## config.mk

```make
export PLATFORM = sky130hd
export DESIGN_NAME = button_debounce_short_long_press_unit
export DESIGN_NICKNAME = d
export VERILOG_FILES = /design/src/design/bdsl_pkg.sv /design/src/design/button_debounce_short_long_press_unit.sv
export SDC_FILE = /design/constraint.sdc
export NUM_CORES = 1
export LEC_CHECK = 0
export ABC_AREA = 1
export BUFFER_PORTS_ARGS = -buffer_cell sky130_fd_sc_hd__buf_2
export CORE_UTILIZATION = 55
export CTS_CLUSTER_DIAMETER = 100
export DETAILED_ROUTE_END_ITERATION = 8
export GPL_TIMING_DRIVEN = 0
export PLACE_DENSITY_LB_ADDON = 0.15
export SYNTH_ARGS = -nofsm -noshare
export SYNTH_HDL_FRONTEND = slang
export SYNTH_SLANG_ARGS = --single-unit
```

## constraint.sdc

```tcl
create_clock -name i_clk -period 17.91 [get_ports i_clk]
set_input_delay 0.8955 -clock i_clk [delete_from_list [all_inputs] [get_ports i_clk]]
set_output_delay 0.8955 -clock i_clk [all_outputs]
set_load 0.05 [all_outputs]
```

## src/design/bdsl_pkg.sv

```systemverilog
// Package for the button debounce and short/long press unit.
// Holds the transaction structs, register indexes, widths and reset values.
// No dependencies.
`default_nettype none

package bdsl_pkg;

    localparam int DEF_NUM_BUTTONS = 3;
    localparam int DEF_TIME_BITS   = 32;

    localparam int NOW_W     = 32;
    localparam int FILTER_W  = 16;
    localparam int LONG_W    = 16;
    localparam int WINDOW_W  = 24;
    localparam int EVENT_W   = 3;
    localparam int CFG_IDX_W = 3;
    localparam int CFG_DAT_W = 24;

    localparam logic [CFG_IDX_W-1:0] CFG_FILTER_TIME     = 3'd0;
    localparam logic [CFG_IDX_W-1:0] CFG_LONG_TIME       = 3'd1;
    localparam logic [CFG_IDX_W-1:0] CFG_ACTIVITY_WINDOW = 3'd2;
    localparam logic [CFG_IDX_W-1:0] CFG_SWAP_UP_DOWN    = 3'd3;
    localparam logic [CFG_IDX_W-1:0] CFG_SHORT_ENABLE    = 3'd4;
    localparam logic [CFG_IDX_W-1:0] CFG_LONG_ENABLE     = 3'd5;

    localparam logic [FILTER_W-1:0] RST_FILTER_TIME = 16'd50;
    localparam logic [LONG_W-1:0]   RST_LONG_TIME   = 16'd1000;

    typedef struct packed {
        logic [NOW_W-1:0] now_ms;
        logic             level_up;
        logic             level_sel;
        logic             level_dn;
    } t_in_item;

    typedef struct packed {
        logic [EVENT_W-1:0] short_press;
        logic [EVENT_W-1:0] long_press;
        logic               any_pressed;
        logic               recently_active;
    } t_out_item;

endpackage

`default_nettype wire

```

## src/design/button_debounce_short_long_press_unit.sv

```systemverilog
// Top level of the button debounce and short/long press unit.
// Depends on bdsl_pkg for the transaction structs and register indexes.
//
// The unit takes one sample transaction per clock unless the output stalls:
// a millisecond time stamp and the active-low levels of the up, select and
// down buttons. Each sample lands in an input register, all buttons are
// evaluated side by side by a short path of subtracts and compares, and the
// result goes to an output register once that is free or being read; one
// transaction per clock is sustained while the output is read. The longest path
// is the filter subtract and compare followed by the press-time subtract and
// compare of a button. The user must write registers through the plain write
// port while no transaction is in flight; the block does not enforce this.
`default_nettype none

module button_debounce_short_long_press_unit #(
    parameter int NUM_BUTTONS = bdsl_pkg::DEF_NUM_BUTTONS,
    parameter int TIME_BITS   = bdsl_pkg::DEF_TIME_BITS
) (
    input  wire                              i_clk,
    input  wire                              i_rst_n,
    input  wire                              i_cfg_we,
    input  wire  [bdsl_pkg::CFG_IDX_W-1:0]   i_cfg_idx,
    input  wire  [bdsl_pkg::CFG_DAT_W-1:0]   i_cfg_data,
    input  wire                              i_in_valid,
    output logic                             o_in_ready,
    input  wire  bdsl_pkg::t_in_item         i_in_item,
    output logic                             o_out_valid,
    input  wire                              i_out_ready,
    output bdsl_pkg::t_out_item              o_out_item
);
    import bdsl_pkg::*;

    localparam int CMP_W = (TIME_BITS > WINDOW_W) ? TIME_BITS : WINDOW_W;
    localparam int EXT_B = (NUM_BUTTONS > EVENT_W) ? NUM_BUTTONS : EVENT_W;

    logic [FILTER_W-1:0] r_filter_time;
    logic [LONG_W-1:0]   r_long_time;
    logic [WINDOW_W-1:0] r_window;
    logic                r_swap;
    logic [EVENT_W-1:0]  r_short_en;
    logic [EVENT_W-1:0]  r_long_en;

    t_in_item  r_in;
    logic      r_in_valid;
    t_out_item r_out;
    logic      r_out_valid;
    t_out_item n_out;
    logic      w_adv;

    logic [TIME_BITS-1:0] w_now;
    logic [EXT_B-1:0]     w_short;
    logic [EXT_B-1:0]     w_long;
    logic [EXT_B-1:0]     w_active;

    always_ff @(posedge i_clk) begin
        if (!i_rst_n) begin
            r_filter_time <= RST_FILTER_TIME;
            r_long_time   <= RST_LONG_TIME;
            r_window      <= '0;
            r_swap        <= 1'b0;
            r_short_en    <= '0;
            r_long_en     <= '0;
        end else if (i_cfg_we) begin
            case (i_cfg_idx)
                CFG_FILTER_TIME:     r_filter_time <= i_cfg_data[FILTER_W-1:0];
                CFG_LONG_TIME:       r_long_time   <= i_cfg_data[LONG_W-1:0];
                CFG_ACTIVITY_WINDOW: r_window      <= i_cfg_data[WINDOW_W-1:0];
                CFG_SWAP_UP_DOWN:    r_swap        <= i_cfg_data[0];
                CFG_SHORT_ENABLE:    r_short_en    <= i_cfg_data[EVENT_W-1:0];
                CFG_LONG_ENABLE:     r_long_en     <= i_cfg_data[EVENT_W-1:0];
                default: begin
                end
            endcase
        end
    end

    assign w_adv      = r_in_valid && (!r_out_valid || i_out_ready);
    assign o_in_ready = !r_in_valid || w_adv;

    always_ff @(posedge i_clk) begin
        if (!i_rst_n) begin
            r_in_valid  <= 1'b0;
            r_out_valid <= 1'b0;
        end else begin
            if (o_in_ready) begin
                r_in_valid <= i_in_valid;
            end
            if (w_adv) begin
                r_out_valid <= 1'b1;
            end else if (i_out_ready) begin
                r_out_valid <= 1'b0;
            end
        end
    end

    always_ff @(posedge i_clk) begin
        if (o_in_ready && i_in_valid) begin
            r_in <= i_in_item;
        end
        if (w_adv) begin
            r_out <= n_out;
        end
    end

    assign w_now = TIME_BITS'(r_in.now_ms);

    genvar gi;
    generate
        for (gi = 0; gi < EXT_B; gi++) begin : g_btn
            if (gi < NUM_BUTTONS) begin : g_live
                logic                 r_stable;
                logic [TIME_BITS-1:0] r_change_time;
                logic [TIME_BITS-1:0] r_press_time;
                logic                 r_held;
                logic                 r_fired;
                logic                 n_stable;
                logic [TIME_BITS-1:0] n_change_time;
                logic [TIME_BITS-1:0] n_press_time;
                logic                 n_held;
                logic                 n_fired;
                logic                 w_lvl;
                logic                 w_sen;
                logic                 w_len;
                logic [TIME_BITS-1:0] w_el_chg;
                logic [TIME_BITS-1:0] w_el_press;
                logic                 w_filt_ok;
                logic                 w_sp;
                logic                 w_lp;
                logic                 w_act;

                if (gi == 0) begin : g_lvl
                    assign w_lvl = r_swap ? r_in.level_dn : r_in.level_up;
                end else if (gi == 1) begin : g_lvl
                    assign w_lvl = r_in.level_sel;
                end else if (gi == 2) begin : g_lvl
                    assign w_lvl = r_swap ? r_in.level_up : r_in.level_dn;
                end else begin : g_lvl
                    assign w_lvl = 1'b1;
                end

                if (gi < EVENT_W) begin : g_en
                    assign w_sen = r_short_en[gi];
                    assign w_len = r_long_en[gi];
                end else begin : g_en
                    assign w_sen = 1'b0;
                    assign w_len = 1'b0;
                end

                assign w_el_chg  = w_now - r_change_time;
                assign w_filt_ok = CMP_W'(w_el_chg) > CMP_W'(r_filter_time);

                always_comb begin
                    n_stable       = r_stable;
                    n_change_time  = r_change_time;
                    n_press_time   = r_press_time;
                    n_held         = r_held;
                    n_fired        = r_fired;
                    w_sp           = 1'b0;
                    w_lp           = 1'b0;
                    if (w_lvl != r_stable) begin
                        if (!w_lvl && w_filt_ok) begin
                            n_press_time = w_now;
                            n_held       = 1'b1;
                            w_sp         = w_sen && !w_len;
                        end
                        n_change_time = w_now;
                        n_stable      = w_lvl;
                    end else if (w_lvl && r_held && w_filt_ok) begin
                        w_sp    = !r_fired && w_sen && w_len;
                        n_held  = 1'b0;
                        n_fired = 1'b0;
                    end
                    w_el_press = w_now - n_press_time;
                    if (!n_fired && w_len && !w_lvl && n_held &&
                        (CMP_W'(w_el_press) > CMP_W'(r_long_time))) begin
                        n_fired = 1'b1;
                        w_lp    = 1'b1;
                    end
                    w_act = (w_lvl != r_stable) ||
                            (CMP_W'(w_el_chg) <= CMP_W'(r_window));
                end

                assign w_short[gi]  = w_sp;
                assign w_long[gi]   = w_lp;
                assign w_active[gi] = w_act;

                always_ff @(posedge i_clk) begin
                    if (!i_rst_n) begin
                        r_stable      <= 1'b1;
                        r_change_time <= '0;
                        r_press_time  <= '0;
                        r_held        <= 1'b0;
                        r_fired       <= 1'b0;
                    end else if (w_adv) begin
                        r_stable      <= n_stable;
                        r_change_time <= n_change_time;
                        r_press_time  <= n_press_time;
                        r_held        <= n_held;
                        r_fired       <= n_fired;
                    end
                end
            end else begin : g_pad
                assign w_short[gi]  = 1'b0;
                assign w_long[gi]   = 1'b0;
                assign w_active[gi] = 1'b0;
            end
        end
    endgenerate

    always_comb begin
        n_out.short_press     = w_short[EVENT_W-1:0];
        n_out.long_press      = w_long[EVENT_W-1:0];
        n_out.any_pressed     = !r_in.level_up || !r_in.level_sel || !r_in.level_dn;
        n_out.recently_active = |w_active;
    end

    assign o_out_valid = r_out_valid;
    assign o_out_item  = r_out;

endmodule

`default_nettype wire

```

; After elaboration in Yosys (flattened, before gate mapping)
; Index checks and enable logic that the tools add are counted.
[totals]
ff_bits = 309
[classes]
muxes = 40
n_addsub = 6
eq_ne = 8
n_lt_le_gt_ge = 9
n_reduce_logical = 67
[ops]
columns = operator, count
row1 = $gt A32 B16 Y1, 6
row2 = $mux W32, 6
row3 = $sub A32 B32 Y32, 6
row4 = $le A32 B24 Y1, 3
row5 = $mux W1, 34
row6 = $logic_and A1 B1 Y1, 32
row7 = $reduce_and A2 Y1, 9
row8 = $logic_not A1 Y1, 16
row9 = $logic_or A1 B1 Y1, 7
row10 = $eq A3 B2 Y1 const B, 2
row11 = $eq A3 B3 Y1 const B, 2
row12 = $eq A3 B1 Y1 const B, 1
row13 = $logic_not A3 Y1, 1
row14 = $ne A1 B1 Y1, 3
row15 = $reduce_or A3 Y1, 1
row16 = $reduce_bool A2 Y1, 1

; Longest topological paths before layout
[logic_depth]
depth_word = 11
depth_mapped = 58
mapped_depth_nobuf = 55

; Worst setup path after synthesis
; Ideal clock, no wire load.
[synth_path]
kind = flip-flop to flip-flop
startpoint = register r_in, in the netlist w_now[1]
endpoint = register r_out, in the netlist o_out_item[3], data pin
arrival_ps = 6910
required_ps = 17661
path_stages_with_launch = 53
path_slack_ps = 10751
synth_period_minus_slack_ps = 7159
path_cell_list = edfxtp_1 -> inv_1 -> fa_1 -> inv_1 -> nand2_1 -> nand3_1 -> nand3_1 -> nand2_1 -> xor2_1 -> ha_1 -> nand2_1 -> nor2_1 -> nand2_1 -> nor3_1 -> nand3_1 -> nand2_1 -> nand2_1 -> nor2_1 -> [17 not listed] -> nand2_2 -> nand2_1 -> nand2_2 -> xor2_1 -> ha_1 -> nand2_1 -> nor2_1 -> nand4_1 -> nor2_1 -> nand4_1 -> nand2_1 -> o21ai_0 -> nor2_1 -> nand3_1 -> nor2_1 -> nand3_2 -> nand2_1 -> inv_1
[synth_rtl]
columns = element, line_no
row1 = start: declaration, button_debounce_short_long_press_unit.sv:43  ; t_in_item r_in;
row2 = start signal: assignment, button_debounce_short_long_press_unit.sv:98  ; r_in <= i_in_item;
row3 = $sub A32 B32 Y32, button_debounce_short_long_press_unit.sv:149  ; assign w_el_chg = w_now - r_change_time;
row4 = $gt A32 B16 Y1, button_debounce_short_long_press_unit.sv:150  ; assign w_filt_ok = CMP_W'(w_el_chg) > CMP_W'(r_filter_time);
row5 = $logic_and A1 B1 Y1, button_debounce_short_long_press_unit.sv:161  ; if (!w_lvl && w_filt_ok) begin
row6 = $mux W32, button_debounce_short_long_press_unit.sv:161
row7 = $mux W32, button_debounce_short_long_press_unit.sv:160  ; if (w_lvl != r_stable) begin
row8 = net g_btn[1].g_live.n_press_time[0], button_debounce_short_long_press_unit.sv:118  ; logic [TIME_BITS-1:0] n_press_time;
row9 = $sub A32 B32 Y32, button_debounce_short_long_press_unit.sv:173  ; w_el_press = w_now - n_press_time;
row10 = $gt A32 B16 Y1, button_debounce_short_long_press_unit.sv:175  ; (CMP_W'(w_el_press) > CMP_W'(r_long_time))) begin
row11 = $logic_and A1 B1 Y1, button_debounce_short_long_press_unit.sv:174  ; if (!n_fired && w_len && !w_lvl && n_held &&
row12 = $mux W1, button_debounce_short_long_press_unit.sv:174
row13 = net g_btn[1].g_live.w_lp, button_debounce_short_long_press_unit.sv:128  ; logic w_lp;
row14 = end signal: assignment, button_debounce_short_long_press_unit.sv:101  ; r_out <= n_out;
row15 = end: declaration, button_debounce_short_long_press_unit.sv:45  ; t_out_item r_out;
; The timed path passes the listed nets, and every way through them passes these cells.
; A chain may end at the register's enable or synchronous reset.

; Worst setup path after layout
; Same ends and word-level chain as after synthesis.

==> results.yml <==
outcome:
  status: "finished with violations"
  violations: "max-capacitance violations, max-slew violations"
setup_path:
  cp-start-kind: "flip-flop"
  cp.arrival_ns: 10.69
  crit_type: "reg -> reg"
  worstPathRequired_ns: 18.23
  crit_slowest_cell: "edfxtp_1"
  crit_path_end_kind: "flip-flop"
  path_max_fanout: 13
  crit_top_cell: "nand2_1"
  slowest_delay_ns: 0.93
routing:
  dr.pass1.iters: 7
  final_antenna_net_count: 0
  vias: 29700
  wl_um: 99800
  wire_per_inst_um: 18.6
  drc: 0
  drt_iter0_drc: 2238
  post_drt_via_cell_ratio: 5.52
yosys:
  muxShareOfSynthArea_pct: 2.47
  synth_simple_gate_area_share_pct: 29.2
  yosys.area_share.xor_xnor_pct: 2.73
  synth_edf_count: 43
  synth-async-reset-ratio_pct: 0
  synth_compound_area_share_pct: 16.1
  synth_warnings: 0
  synth_cell_types: 56
  yosys_register_bits: 309
  synth_top_family_by_area: "simple AND/OR/NAND/NOR gates"
  ys.flop_type: "dfxtp_1"
  ys_seq_area_share_pct: 22.7
  synth_fa_ha_area_share_pct: 15.2
  syn_nets: 4957
  synth_cells: 4539
  syn-cell-area_mm2: 0.0292
  avgSynthCellArea_um2: 6.43
clock_tree:
  cts_hold_buf: 0
  clock-sinks: 309
  tritoncts: "built"
  clk_latency_ns: 0.58
  h-tree-depth: 2
  post-cts-setup-buffer-count: 0
  clock_path_buffers: 3
  clk_pin_slew_ns: 0.06
  cts_inserted_buffers: 38
  cts_resized: 0
  cts_root_buf: "clkbuf_16"
place:
  dp.cells: 5302
  place_congestion: 1.03
  hpwl_um: 79100
  port-buffer-count: 75
timing:
  min_period_ns: 10.37
  clock.fmax_ghz: 0.0965
  rsz0062_at_grt: "no"
  setup_viol: 0
  fin_tns_setup_ns: 0
  worstMarginPinSlew_ns: 1.52
  drv_slew: 18
  finalHoldViolations: 0
  slew_headroom_pct: -1.16
  min_period_over_period_pct: 57.9
  fin_skew_ns: 0.0428
grt:
  grt_start_max_net_pins: 36
  grt_util_all_layers_pct: 36.8
  antenna_found_initial: 3
  grt_pass1_vias: 27400
  gr-total-overflow: 0
  grt_pass1_wl_um: 152000
cells_and_area:
  mostFrequentLayoutCell: "nand2_1"
  nFillCells: 5204
  fin_nets: 5072
  drive_gt1_share_pct: 6.43
  instances_no_fill: 5373
  layout_common_cells: "nand2_1 (1,217), inv_1 (751), a21oi_1 (395)"
  syn2layout_area_growth_pct: 8.30
  fin_util_pct: 60.3
pwr:
  p_per_area_mw_per_mm2: 85.0
  power.total_mw: 2.69
  ir_worst_vdd_uv: 60.1
  leakagePower_nw: 16.0
job:
  drv_cap: 1
floorplanning:
  die_x_um: 232
  die_h_um: 232
  start_util_pct: 55.6
  dieArea_mm2: 0.0540
  core_area_mm2: 0.0524
  rows: 84
  ios: 77
min_path:
  hp-class: "reg -> reg"
-- critical path: cells and delay by family, from the launching register on --
kind / cells / cell delay [ns]
compound gates: 7 / 1.21
fa+ha+maj: 5 / 1.80
flops: 1 / 0.93
simple gates: 33 / 4.16
xor+xnor: 2 / 0.46
buf+inv: 5 / 1.50
-- layout make-up --
class	instances	area, µm²	area share, %
Buffer	101	438	1.39
Antenna cell	5	12.5	0.0396
Clock buffer	50	1020	3.21
Clock inverter	16	158	0.499
Multi-Input combinational cell	3344	19200	60.7
Sequential cell	309	6620	20.9
Timing Repair Buffer	75	375	1.19
Inverter	785	2950	9.32
Tap cell	688	861	2.72
-- registers in the layout, summed over array words and instances, names as in the netlist, 8 cells and up --
register / count
w_now: 32
r_long_time: 16
r_filter_time: 16
g_btn.g_live.r_press_time: 96
r_window: 24
g_btn.g_live.r_change_time: 96
o_out_item: 8
-- final timing paths --
check                                   start                                to  slack (ns)  depth (start not counted)
max                                  w_now[1]                     o_out_item[3]        7.54                         52
min          g_btn[1].g_live.r_change_time[5]  g_btn[1].g_live.r_change_time[5]        0.45                          2
max reg2reg                          w_now[1]                     o_out_item[3]        7.54                         52
min reg2reg  g_btn[1].g_live.r_change_time[5]  g_btn[1].g_live.r_change_time[5]        0.45                          2
-- metal layers --
layer / track usage, % / vias to the layer above / part of all wire, %
li1: - / 15100 / -
met1: 44.9 / 13300 / 42
met2: 62.3 / 989 / 46
met3: 4.15 / 283 / 6.0
met4: 21.6 / 0 / 6.6
met5: 0 / - / 0
-- metrics by stage --
stage               instance area, µm²  worst slack (ns)  hold slack, ns
global placement                 30400              7.76           0.442
detailed placement               30400              7.70           0.449
floorplan                        29200             10.75           0.433
global route                     31600              7.02           0.470
CTS                              31600              7.63           0.458
finish                           31600              7.54           0.454
-- power breakdown --
part           switching [mW]  internal, mW
logic                   0.732         0.403
registers              0.0476         0.747
clock network           0.327         0.430
-- synth_stat cells, types with 16 or more instances --
library cell	instances	area [µm²]
a21oi_1	395	1980
clkbuf_1	71	267
dfxtp_1	266	5330
edfxtp_1	43	1290
ha_1	345	4320
inv_1	752	2820
inv_2	26	97.6
mux2i_1	72	721
nand2_1	1217	4570
nand2_2	33	206
nand3_1	215	1080
nand3_2	25	250
nand4_1	66	413
nor2_1	309	1160
nor2_2	29	181
nor3_1	38	190
o211ai_1	87	653
o21ai_0	275	1380
o21bai_1	16	120
xnor2_1	28	245
xor2_1	63	552
-- kinds of logic after synthesis --
| logic type | after synthesis |
|---|---|
| XOR/XNOR | 91 |
| multiplexers | 72 |
| AND/OR/NAND/NOR | 1989 |
| adder cells (fa/ha/maj) | 351 |
| buffers and inverters | 886 |
| AO/OA/AOI/OAI | 841 |
| flip-flops | 309 |
No activity file was read; power rests on OpenSTA's default activity.
